--- src/roim_pkg.sv ---
// Shared types and constants for the row order index manager.
// Used by roim_ctrl, roim_dp and row_order_index_manager_core; no dependencies.
package roim_pkg;

  localparam int MAX_ROWS = 256;
  localparam int SLOT_W   = $clog2(MAX_ROWS);
  localparam int COUNT_W  = $clog2(MAX_ROWS + 1);

  typedef enum logic [1:0] {
    KIND_APPEND = 2'd0,
    KIND_REMOVE = 2'd1,
    KIND_SWAP   = 2'd2,
    KIND_INSERT = 2'd3
  } kind_t;

  typedef enum logic [1:0] {
    STAT_OK    = 2'd0,
    STAT_RANGE = 2'd1,
    STAT_FULL  = 2'd2
  } status_t;

  typedef struct packed {
    kind_t             kind;
    logic [SLOT_W-1:0] first_row;
    logic [SLOT_W-1:0] second_row;
  } req_t;

  typedef struct packed {
    status_t            status;
    logic [SLOT_W-1:0]  new_position;
    logic               move_needed;
    logic [SLOT_W-1:0]  move_source;
    logic [SLOT_W-1:0]  move_target;
    logic [COUNT_W-1:0] rows_now;
  } rsp_t;

  // One datapath operation per cycle.
  typedef enum logic [4:0] {
    DP_NOP,
    DP_LOAD,
    DP_APPEND,
    DP_SET_FULL,
    DP_SET_OOB,
    DP_RM_RD,
    DP_RM_CHECK,
    DP_SEARCH,
    DP_MOVE,
    DP_DN_INIT,
    DP_DN_RD,
    DP_UP_RD,
    DP_PUT,
    DP_RD_R1,
    DP_RD_R2,
    DP_SW_W1,
    DP_SW_W2,
    DP_EMIT
  } dp_op_t;

  typedef struct packed {
    dp_op_t op;
  } dp_cmd_t;

  typedef struct packed {
    kind_t kind;
    logic  full;     // table holds MAX_ROWS rows
    logic  r1_oob;   // first_row >= row count
    logic  r2_oob;   // second_row >= row count
    logic  hit;      // read data equals row count
    logic  dn_last;  // down stream reads its final address
    logic  up_last;  // up stream reads its final address
  } dp_stat_t;

endpackage

--- src/roim_ctrl.sv ---
// Sequencer for the row order index manager: one datapath op per cycle.
// Depends on roim_pkg.
module roim_ctrl (
  input  logic               clk,
  input  logic               rst,
  input  logic               start,
  output logic               busy,
  input  roim_pkg::dp_stat_t stat,
  output roim_pkg::dp_cmd_t  cmd
);

  typedef enum logic [3:0] {
    S_IDLE,
    S_DISPATCH,
    S_INS_RUN,
    S_INS_DRAIN,
    S_INS_PUT,
    S_RM_CHECK,
    S_RM_SEARCH,
    S_DN_INIT,
    S_DN_RUN,
    S_DN_DRAIN,
    S_SW_RD2,
    S_SW_W1,
    S_SW_W2,
    S_EMIT
  } state_t;

  state_t state;
  state_t state_next;

  always_comb begin
    state_next = state;
    cmd.op     = roim_pkg::DP_NOP;
    unique case (state)
      S_IDLE: begin
        if (start) begin
          cmd.op     = roim_pkg::DP_LOAD;
          state_next = S_DISPATCH;
        end
      end
      S_DISPATCH: begin
        unique case (stat.kind) inside
          roim_pkg::KIND_APPEND, roim_pkg::KIND_INSERT: begin
            if (stat.full) begin
              cmd.op     = roim_pkg::DP_SET_FULL;
              state_next = S_EMIT;
            end else begin
              cmd.op = roim_pkg::DP_APPEND;
              // insert at or past the end is a plain append
              if (stat.kind == roim_pkg::KIND_INSERT && !stat.r1_oob) begin
                state_next = S_INS_RUN;
              end else begin
                state_next = S_EMIT;
              end
            end
          end
          roim_pkg::KIND_REMOVE: begin
            if (stat.r1_oob) begin
              cmd.op     = roim_pkg::DP_SET_OOB;
              state_next = S_EMIT;
            end else begin
              cmd.op     = roim_pkg::DP_RM_RD;
              state_next = S_RM_CHECK;
            end
          end
          roim_pkg::KIND_SWAP: begin
            if (stat.r1_oob || stat.r2_oob) begin
              cmd.op     = roim_pkg::DP_SET_OOB;
              state_next = S_EMIT;
            end else begin
              cmd.op     = roim_pkg::DP_RD_R1;
              state_next = S_SW_RD2;
            end
          end
          default: state_next = S_EMIT;
        endcase
      end
      S_INS_RUN: begin
        cmd.op = roim_pkg::DP_UP_RD;
        if (stat.up_last) begin
          state_next = S_INS_DRAIN;
        end
      end
      S_INS_DRAIN: state_next = S_INS_PUT;
      S_INS_PUT: begin
        cmd.op     = roim_pkg::DP_PUT;
        state_next = S_EMIT;
      end
      S_RM_CHECK: begin
        cmd.op     = roim_pkg::DP_RM_CHECK;
        // removed row already sits in the last slot: no data move
        state_next = stat.hit ? S_DN_INIT : S_RM_SEARCH;
      end
      S_RM_SEARCH: begin
        if (stat.hit) begin
          cmd.op     = roim_pkg::DP_MOVE;
          state_next = S_DN_INIT;
        end else begin
          cmd.op = roim_pkg::DP_SEARCH;
        end
      end
      S_DN_INIT: begin
        if (stat.r1_oob) begin
          state_next = S_EMIT;
        end else begin
          cmd.op     = roim_pkg::DP_DN_INIT;
          state_next = S_DN_RUN;
        end
      end
      S_DN_RUN: begin
        cmd.op = roim_pkg::DP_DN_RD;
        if (stat.dn_last) begin
          state_next = S_DN_DRAIN;
        end
      end
      S_DN_DRAIN: state_next = S_EMIT;
      S_SW_RD2: begin
        cmd.op     = roim_pkg::DP_RD_R2;
        state_next = S_SW_W1;
      end
      S_SW_W1: begin
        cmd.op     = roim_pkg::DP_SW_W1;
        state_next = S_SW_W2;
      end
      S_SW_W2: begin
        cmd.op     = roim_pkg::DP_SW_W2;
        state_next = S_EMIT;
      end
      S_EMIT: begin
        cmd.op     = roim_pkg::DP_EMIT;
        state_next = S_IDLE;
      end
      default: state_next = S_IDLE;
    endcase
  end

  always_ff @(posedge clk) begin
    if (rst) begin
      state <= S_IDLE;
      busy  <= 1'b0;
    end else begin
      state <= state_next;
      busy  <= (state_next != S_IDLE);
    end
  end

`ifndef SYNTHESIS
  a_accept_busy: assert property (@(posedge clk) disable iff (rst)
    (start && !busy) |=> busy)
    else $error("busy not raised after accepted request");

  a_emit_frees: assert property (@(posedge clk) disable iff (rst)
    (cmd.op == roim_pkg::DP_EMIT) |=> !busy)
    else $error("busy held after result emitted");

  a_busy_state: assert property (@(posedge clk) disable iff (rst)
    busy == (state != S_IDLE))
    else $error("busy out of step with sequencer state");
`endif

endmodule

--- src/roim_dp.sv ---
// Datapath for the row order index manager: position map memory,
// row count, address pointer and result registers. Depends on roim_pkg.
module roim_dp (
  input  logic               clk,
  input  logic               rst,
  input  roim_pkg::req_t     request,
  input  roim_pkg::dp_cmd_t  cmd,
  output roim_pkg::dp_stat_t stat,
  output roim_pkg::rsp_t     result,
  output logic               done
);

  logic [roim_pkg::SLOT_W-1:0]  mem [roim_pkg::MAX_ROWS];

  roim_pkg::kind_t              kind_q;
  logic [roim_pkg::SLOT_W-1:0]  r1;
  logic [roim_pkg::SLOT_W-1:0]  r2;
  logic [roim_pkg::COUNT_W-1:0] total;
  logic [roim_pkg::SLOT_W-1:0]  ptr;
  logic [roim_pkg::SLOT_W-1:0]  raddr_q;
  logic [roim_pkg::SLOT_W-1:0]  rdata;
  logic [roim_pkg::SLOT_W-1:0]  hold;
  logic                         wb_up;
  logic                         wb_dn;

  roim_pkg::status_t            st;
  logic [roim_pkg::SLOT_W-1:0]  newpos;
  logic                         mv;
  logic [roim_pkg::SLOT_W-1:0]  src;
  logic [roim_pkg::SLOT_W-1:0]  dst;

  logic                         rd_en;
  logic [roim_pkg::SLOT_W-1:0]  rd_addr;
  logic                         we;
  logic [roim_pkg::SLOT_W-1:0]  wr_addr;
  logic [roim_pkg::SLOT_W-1:0]  wr_data;

  // Stream writeback lands in the cycle after its read.
  always_comb begin
    rd_en   = 1'b0;
    rd_addr = ptr;
    we      = 1'b0;
    wr_addr = raddr_q;
    wr_data = rdata;
    if (wb_up) begin
      we      = 1'b1;
      wr_addr = raddr_q + 1'b1;
    end else if (wb_dn) begin
      we      = 1'b1;
      wr_addr = raddr_q - 1'b1;
    end
    unique case (cmd.op) inside
      roim_pkg::DP_APPEND: begin
        we      = 1'b1;
        wr_addr = total[roim_pkg::SLOT_W-1:0];
        wr_data = total[roim_pkg::SLOT_W-1:0];
      end
      roim_pkg::DP_RM_RD, roim_pkg::DP_RD_R1: begin
        rd_en   = 1'b1;
        rd_addr = r1;
      end
      roim_pkg::DP_RM_CHECK: begin
        rd_en   = 1'b1;
        rd_addr = '0;
      end
      roim_pkg::DP_SEARCH, roim_pkg::DP_UP_RD, roim_pkg::DP_DN_RD: begin
        rd_en   = 1'b1;
        rd_addr = ptr;
      end
      roim_pkg::DP_RD_R2: begin
        rd_en   = 1'b1;
        rd_addr = r2;
      end
      roim_pkg::DP_MOVE: begin
        we      = 1'b1;
        wr_addr = raddr_q;
        wr_data = hold;
      end
      roim_pkg::DP_PUT: begin
        we      = 1'b1;
        wr_addr = r1;
        wr_data = hold;
      end
      roim_pkg::DP_SW_W1: begin
        we      = 1'b1;
        wr_addr = r1;
        wr_data = rdata;
      end
      roim_pkg::DP_SW_W2: begin
        we      = 1'b1;
        wr_addr = r2;
        wr_data = hold;
      end
      default: ;
    endcase
  end

  always_ff @(posedge clk) begin
    if (we) begin
      mem[wr_addr] <= wr_data;
    end
    if (rd_en) begin
      rdata   <= mem[rd_addr];
      raddr_q <= rd_addr;
    end
  end

  always_ff @(posedge clk) begin
    if (rst) begin
      total <= '0;
      wb_up <= 1'b0;
      wb_dn <= 1'b0;
      done  <= 1'b0;
    end else begin
      wb_up <= (cmd.op == roim_pkg::DP_UP_RD);
      wb_dn <= (cmd.op == roim_pkg::DP_DN_RD);
      done  <= (cmd.op == roim_pkg::DP_EMIT);
      if (cmd.op == roim_pkg::DP_APPEND) begin
        total <= total + 1'b1;
      end else if (cmd.op == roim_pkg::DP_RM_RD) begin
        total <= total - 1'b1;
      end
    end
  end

  always_ff @(posedge clk) begin
    case (cmd.op)
      roim_pkg::DP_LOAD: begin
        kind_q <= request.kind;
        r1     <= request.first_row;
        r2     <= request.second_row;
        st     <= roim_pkg::STAT_OK;
        newpos <= '0;
        mv     <= 1'b0;
        src    <= '0;
        dst    <= '0;
      end
      roim_pkg::DP_APPEND: begin
        newpos <= total[roim_pkg::SLOT_W-1:0];
        hold   <= total[roim_pkg::SLOT_W-1:0];
        ptr    <= total[roim_pkg::SLOT_W-1:0] - 1'b1;
      end
      roim_pkg::DP_SET_FULL: st <= roim_pkg::STAT_FULL;
      roim_pkg::DP_SET_OOB:  st <= roim_pkg::STAT_RANGE;
      roim_pkg::DP_RM_CHECK: begin
        hold <= rdata;
        ptr  <= roim_pkg::SLOT_W'(1);
      end
      roim_pkg::DP_SEARCH: ptr <= ptr + 1'b1;
      roim_pkg::DP_DN_RD:  ptr <= ptr + 1'b1;
      roim_pkg::DP_UP_RD:  ptr <= ptr - 1'b1;
      roim_pkg::DP_MOVE: begin
        mv  <= 1'b1;
        src <= total[roim_pkg::SLOT_W-1:0];
        dst <= hold;
      end
      roim_pkg::DP_DN_INIT: ptr <= r1 + 1'b1;
      roim_pkg::DP_RD_R2:   hold <= rdata;
      roim_pkg::DP_PUT:     newpos <= r1;
      roim_pkg::DP_EMIT: begin
        result.status       <= st;
        result.new_position <= newpos;
        result.move_needed  <= mv;
        result.move_source  <= src;
        result.move_target  <= dst;
        result.rows_now     <= total;
      end
      default: ;
    endcase
  end

  assign stat.kind    = kind_q;
  assign stat.full    = (total == roim_pkg::COUNT_W'(roim_pkg::MAX_ROWS));
  assign stat.r1_oob  = (roim_pkg::COUNT_W'(r1) >= total);
  assign stat.r2_oob  = (roim_pkg::COUNT_W'(r2) >= total);
  assign stat.hit     = (roim_pkg::COUNT_W'(rdata) == total);
  assign stat.dn_last = (roim_pkg::COUNT_W'(ptr) == total);
  assign stat.up_last = (ptr == r1);

`ifndef SYNTHESIS
  a_wb_no_clash: assert property (@(posedge clk) disable iff (rst)
    (wb_up || wb_dn) |-> (cmd.op == roim_pkg::DP_NOP || cmd.op == roim_pkg::DP_UP_RD ||
                          cmd.op == roim_pkg::DP_DN_RD))
    else $error("map write port used twice in one cycle");

  a_total_bound: assert property (@(posedge clk) disable iff (rst)
    total <= roim_pkg::COUNT_W'(roim_pkg::MAX_ROWS))
    else $error("row count above table size");

  a_done_pulse: assert property (@(posedge clk) disable iff (rst)
    done |=> !done)
    else $error("result strobe longer than one cycle");
`endif

endmodule

--- src/row_order_index_manager_core.sv ---
// Top level of the row order index manager: sequencer plus datapath.
// Depends on roim_pkg, roim_ctrl and roim_dp.
//
//  channel   | handshake              | payload
//  ----------+------------------------+------------------------------------
//  request   | start in, busy out     | request (kind, first_row, second_row)
//  result    | done out (1-cycle)     | result (status .. rows_now)
//
// A request is taken at an edge with start high and busy low; busy stays
// high until the result is emitted. done is high for exactly one cycle.
// Insert at p shifts map entries p .. n-1 up by one, n = rows held before
// the request, then writes the new entry at p; remove finds the entry
// holding the last slot, gives it the removed row's slot, then shifts the
// entries above the removed row down. The position map (one read, one
// write per cycle) sets how long these walks take.
// Reset empties the table; the map holds no valid flags since only
// entries below the row count are ever read. The receiver cannot stall.
module row_order_index_manager_core (
  input  logic            clk,
  input  logic            rst,
  input  logic            start,
  output logic            busy,
  input  roim_pkg::req_t  request,
  output logic            done,
  output roim_pkg::rsp_t  result
);

  roim_pkg::dp_cmd_t  cmd;
  roim_pkg::dp_stat_t stat;

  // control: walks append / insert shift / remove search+shift / swap
  roim_ctrl u_ctrl (
    .clk   (clk),
    .rst   (rst),
    .start (start),
    .busy  (busy),
    .stat  (stat),
    .cmd   (cmd)
  );

  // datapath: map memory, row count, pointer, result registers
  roim_dp u_dp (
    .clk     (clk),
    .rst     (rst),
    .request (request),
    .cmd     (cmd),
    .stat    (stat),
    .result  (result),
    .done    (done)
  );

endmodule
--- config.mk ---
export PLATFORM = sky130hd
export DESIGN_NAME = row_order_index_manager_core
export DESIGN_NICKNAME = d
export VERILOG_FILES = /design/src/roim_pkg.sv /design/src/roim_ctrl.sv /design/src/roim_dp.sv /design/src/row_order_index_manager_core.sv
export SDC_FILE = /design/constraint.sdc
export NUM_CORES = 2
export LEC_CHECK = 0
export BUFFER_PORTS_ARGS = -buffer_cell sky130_fd_sc_hd__buf_2
export CAP_MARGIN = 20
export CORE_MARGIN = 4
export CORE_UTILIZATION = 25
export DETAILED_ROUTE_END_ITERATION = 10
export GPL_TIMING_DRIVEN = 1
export PLACE_DENSITY_LB_ADDON = 0.15
export RECOVER_POWER = 100
export SKIP_LAST_GASP = 1
export SYNTH_ARGS = -nofsm -noshare
export SYNTH_HDL_FRONTEND = slang
export SYNTH_SLANG_ARGS = --single-unit
--- constraint.sdc ---
create_clock -name clk -period 12.5 [get_ports clk]
set_input_delay 0.625 -clock clk [delete_from_list [all_inputs] [get_ports clk]]
set_output_delay 0.625 -clock clk [all_outputs]
set_load 0.02 [all_outputs]
==> reports/metrics.yaml <==
outcome: "finished, violations left"
failed_checks: "capacitance limit, slew limit"
multi_input_area_mm2: 0.02070
most-common-layout-cells: "2161 x edfxtp_1, 928 x mux2i_1, 451 x nand2_1, 356 x o22ai_1, 341 x nor2_1"
vias: 48520
seq_area_mm2: 0.06523
crit_top_cell: "buf_4"
initial_core_util_pct: 25.10
max_stage_delay_ps: 1780
htreeDepth: 4
grt_busiest_layer: "met2"
drc: 0
use_met2_pct: 23.47
gp_congestion: 0.8194
grt.met1_usage_pct: 21.17
clk_path_buf_depth: 4
tritoncts: "done"
ys_types: 85
nFillCells: 34720
r2r_slack_ps: 2330
synth.cell_area_mm2: 0.08771
crit_slowest_cell: "nor3b_1"
finalWorstSetupSlack_ps: 2332
cp.arrival_ps: 10750
fmax_ghz: 0.09835
rsz0062_at_grt: "false"
syn_nets: 5577
synth_top_area_share_pct: 73.98
dieWidth_um: 600.3
timing.rr.end: "u_dp.rdata[2]"
met3_usage_pct: 2.068
wl_um: 278200
drv_cap: 32
track_usage_pct: 14.82
ys.warnings.count: 0
finalSetupViolations: 0
critPathKind: "flop to flop"
io-pin-count: 59
coreArea_mm2: 0.3494
cts_resized: 0
cp_max_fo: 33
hp-start: "rst"
drt_iter0_markers: 4279
dieArea_mm2: 0.3604
r2r-start: "u_dp.total[0]"
end_kind: "flop"
grt_max_degree: 157
drive_gt1_share_pct: 8.369
reg2regPathDepth: 16
grt_pass1_wl_um: 387200
finalNetCount: 5668
cts_setup_buffers: 0
hold_slack_ps: 164.9
vias_per_cell: 4.661
fin_tns_setup_ps: 0
syn_avg_cell_area_um2: 15.90
synth_ff_type: "edfxtp_1"
path_cells: "clkbuf_1, nor4b_1, and3_1, a41oi_1, nor3b_1, a31oi_1, a221oi_1, clkinv_2, nand3_4, buf_4, buf_4, o22ai_1, o41ai_1, nand4_1, nor2_1, nor4_1"
clock-root-buffer: "clkbuf_16"
portBuffers: 58
rows: 217
min_to: "u_dp.total[8]"
synthArstFlopShare_pct: 0
path_clk_slew_ps: 60
dp_worst_setup_slack_ps: 4307
synthCells: 5518
whs_path_depth: 2
clock_skew_ps: 54.83
layout_min_cycle_time_ps: 10170
synth-seq-area-share_pct: 74.37
die_y_um: 600.3
hp-class: "input pin to flop"
crit_required_ps: 13080
clk_latency_ps: 930
syn_to_final_growth_pct: 14.90
numCtsBuffers: 239
antenna_found_initial: 17
postLayoutCoreUtil_pct: 28.84
wl_per_cell_um: 26.72
first_global_vias: 48840
worst_pin_slew_ps: 3939
drv_slew: 1309
final_common_cell: "edfxtp_1"
firstDrtPassIters: 6
hold_viol: 0
gr-total-overflow: 0
synthTopCellsByArea: "edfxtp_1 74%, mux2i_1 11%, o22ai_1 2.5%"
synth_edf_count: 2161
yosysTopAreaCell: "edfxtp_1"
hpwl_um: 168300
timing.final.crit_share_pct: 81.34
cts.sinks: 2178
ys_ff_latch: 2178
relSlewSlack_pct: -162.6
worstSetupStartpointType: "flop"
drtAntennaViolNets: 0
-- worst max-delay path by stage --
stage                              from               end  slack [ps]  cells after the start
after floorplan           u_dp.total[6]    u_dp.mem[0][0]        1080                     11
after global placement    u_dp.total[6]  u_dp.mem[226][2]        3790                     16
after detailed placement  u_dp.total[6]   u_dp.mem[28][6]        4310                     18
after CTS                 u_dp.total[6]  u_dp.mem[140][7]        4230                     18
after global routing      u_dp.total[6]  u_dp.mem[126][1]        1890                     16
final                     u_dp.total[0]     u_dp.rdata[2]        2330                     16
-- logic make-up after synthesis --
logic type / count (synthesis) / share of synthesized area (%)
AO/OA/AOI/OAI: 659 / 5.286
multiplexers: 937 / 10.71
buffers and inverters: 376 / 2.123
adder cells (fa/ha/maj): 38 / 0.5506
AND/OR/NAND/NOR: 1279 / 6.456
XOR/XNOR: 51 / 0.5092
flip-flops: 2178 / 74.37
-- synth_stat cells, drive strengths merged, types with 6 or more instances --
| cell type | count |
|---|---|
| or2 | 6 |
| a21o | 11 |
| edfxtp | 2161 |
| ha | 37 |
| a31oi | 22 |
| a32oi | 17 |
| o2111ai | 6 |
| o22ai | 356 |
| and3 | 6 |
| and2 | 19 |
| o211ai | 9 |
| a221o | 13 |
| nor3 | 28 |
| nand2b | 13 |
| mux2i | 928 |
| a22o | 7 |
| clkbuf | 133 |
| mux2 | 9 |
| a221oi | 11 |
| buf | 202 |
| o221ai | 22 |
| a21oi | 36 |
| o22a | 7 |
| o21ai | 32 |
| a211oi | 8 |
| a41oi | 9 |
| nor2 | 349 |
| nor3b | 6 |
| nand3 | 303 |
| xnor2 | 28 |
| nor2b | 13 |
| nand2 | 452 |
| xor2 | 23 |
| o41ai | 59 |
| inv | 40 |
| nor4 | 42 |
| nand4 | 32 |
| dfxtp | 17 |
-- per-stage QoR --
| stage | instances | cell area [um^2] |
|---|---|---|
| 3_3_place_gp | 9945 | 93270 |
| 6_report | 10410 | 100800 |
| 2_1_floorplan | 5518 | 87710 |
| 4_1_cts | 10410 | 101200 |
| 3_5_place_dp | 9948 | 93290 |
| 5_1_grt | 10410 | 100800 |
-- layout make-up --
| class | instances | area share [%] |
|---|---|---|
| sequential | 2178 | 64.73 |
| multi-input combinational | 2964 | 20.54 |
| clock buffer | 295 | 6.258 |
| tap | 4599 | 5.710 |
| clock inverter | 144 | 1.378 |
| timing repair buffer | 185 | 1.213 |
| inverter | 41 | 0.1589 |
| antenna | 4 | 0.009932 |
-- what timing repair did --
action                                 in CTS  in global routing
setup endpoints to repair                   0                  0
hold buffers                               18                  0
endpoints found under the hold margin      18                  0
-- metal layers --
| metal | routed length (um) | up-vias |
|---|---|---|
| li1 | - | 21770 |
| met1 | 130800 | 25170 |
| met2 | 127000 | 1209 |
| met3 | 12460 | 366 |
| met4 | 7905 | 0 |
| met5 | 0 | - |
-- state kept, by name, summed over array words and instances (netlist names), 2 cells and up --
register      cells
u_ctrl.state      4
u_dp.dst          8
u_dp.hold         8
u_dp.kind_q       2
u_dp.mem       2048
u_dp.newpos       8
u_dp.ptr          8
u_dp.r1           8
u_dp.r2           8
u_dp.raddr_q      8
u_dp.rdata        8
u_dp.result      36
u_dp.src          8
u_dp.st           2
u_dp.total        9
-- critical path, delay by kind of cell (launching register included) --
family / cells / cell delay (ps)
and+or+nand+nor: 7 / 3990
AOI/OAI and AO/OA: 5 / 3200
buffers and inverters: 4 / 2200
DFF: 1 / 340
Power is not shown: default switching activity piles up to over one toggle a cycle in this logic, so the estimate is an artifact.
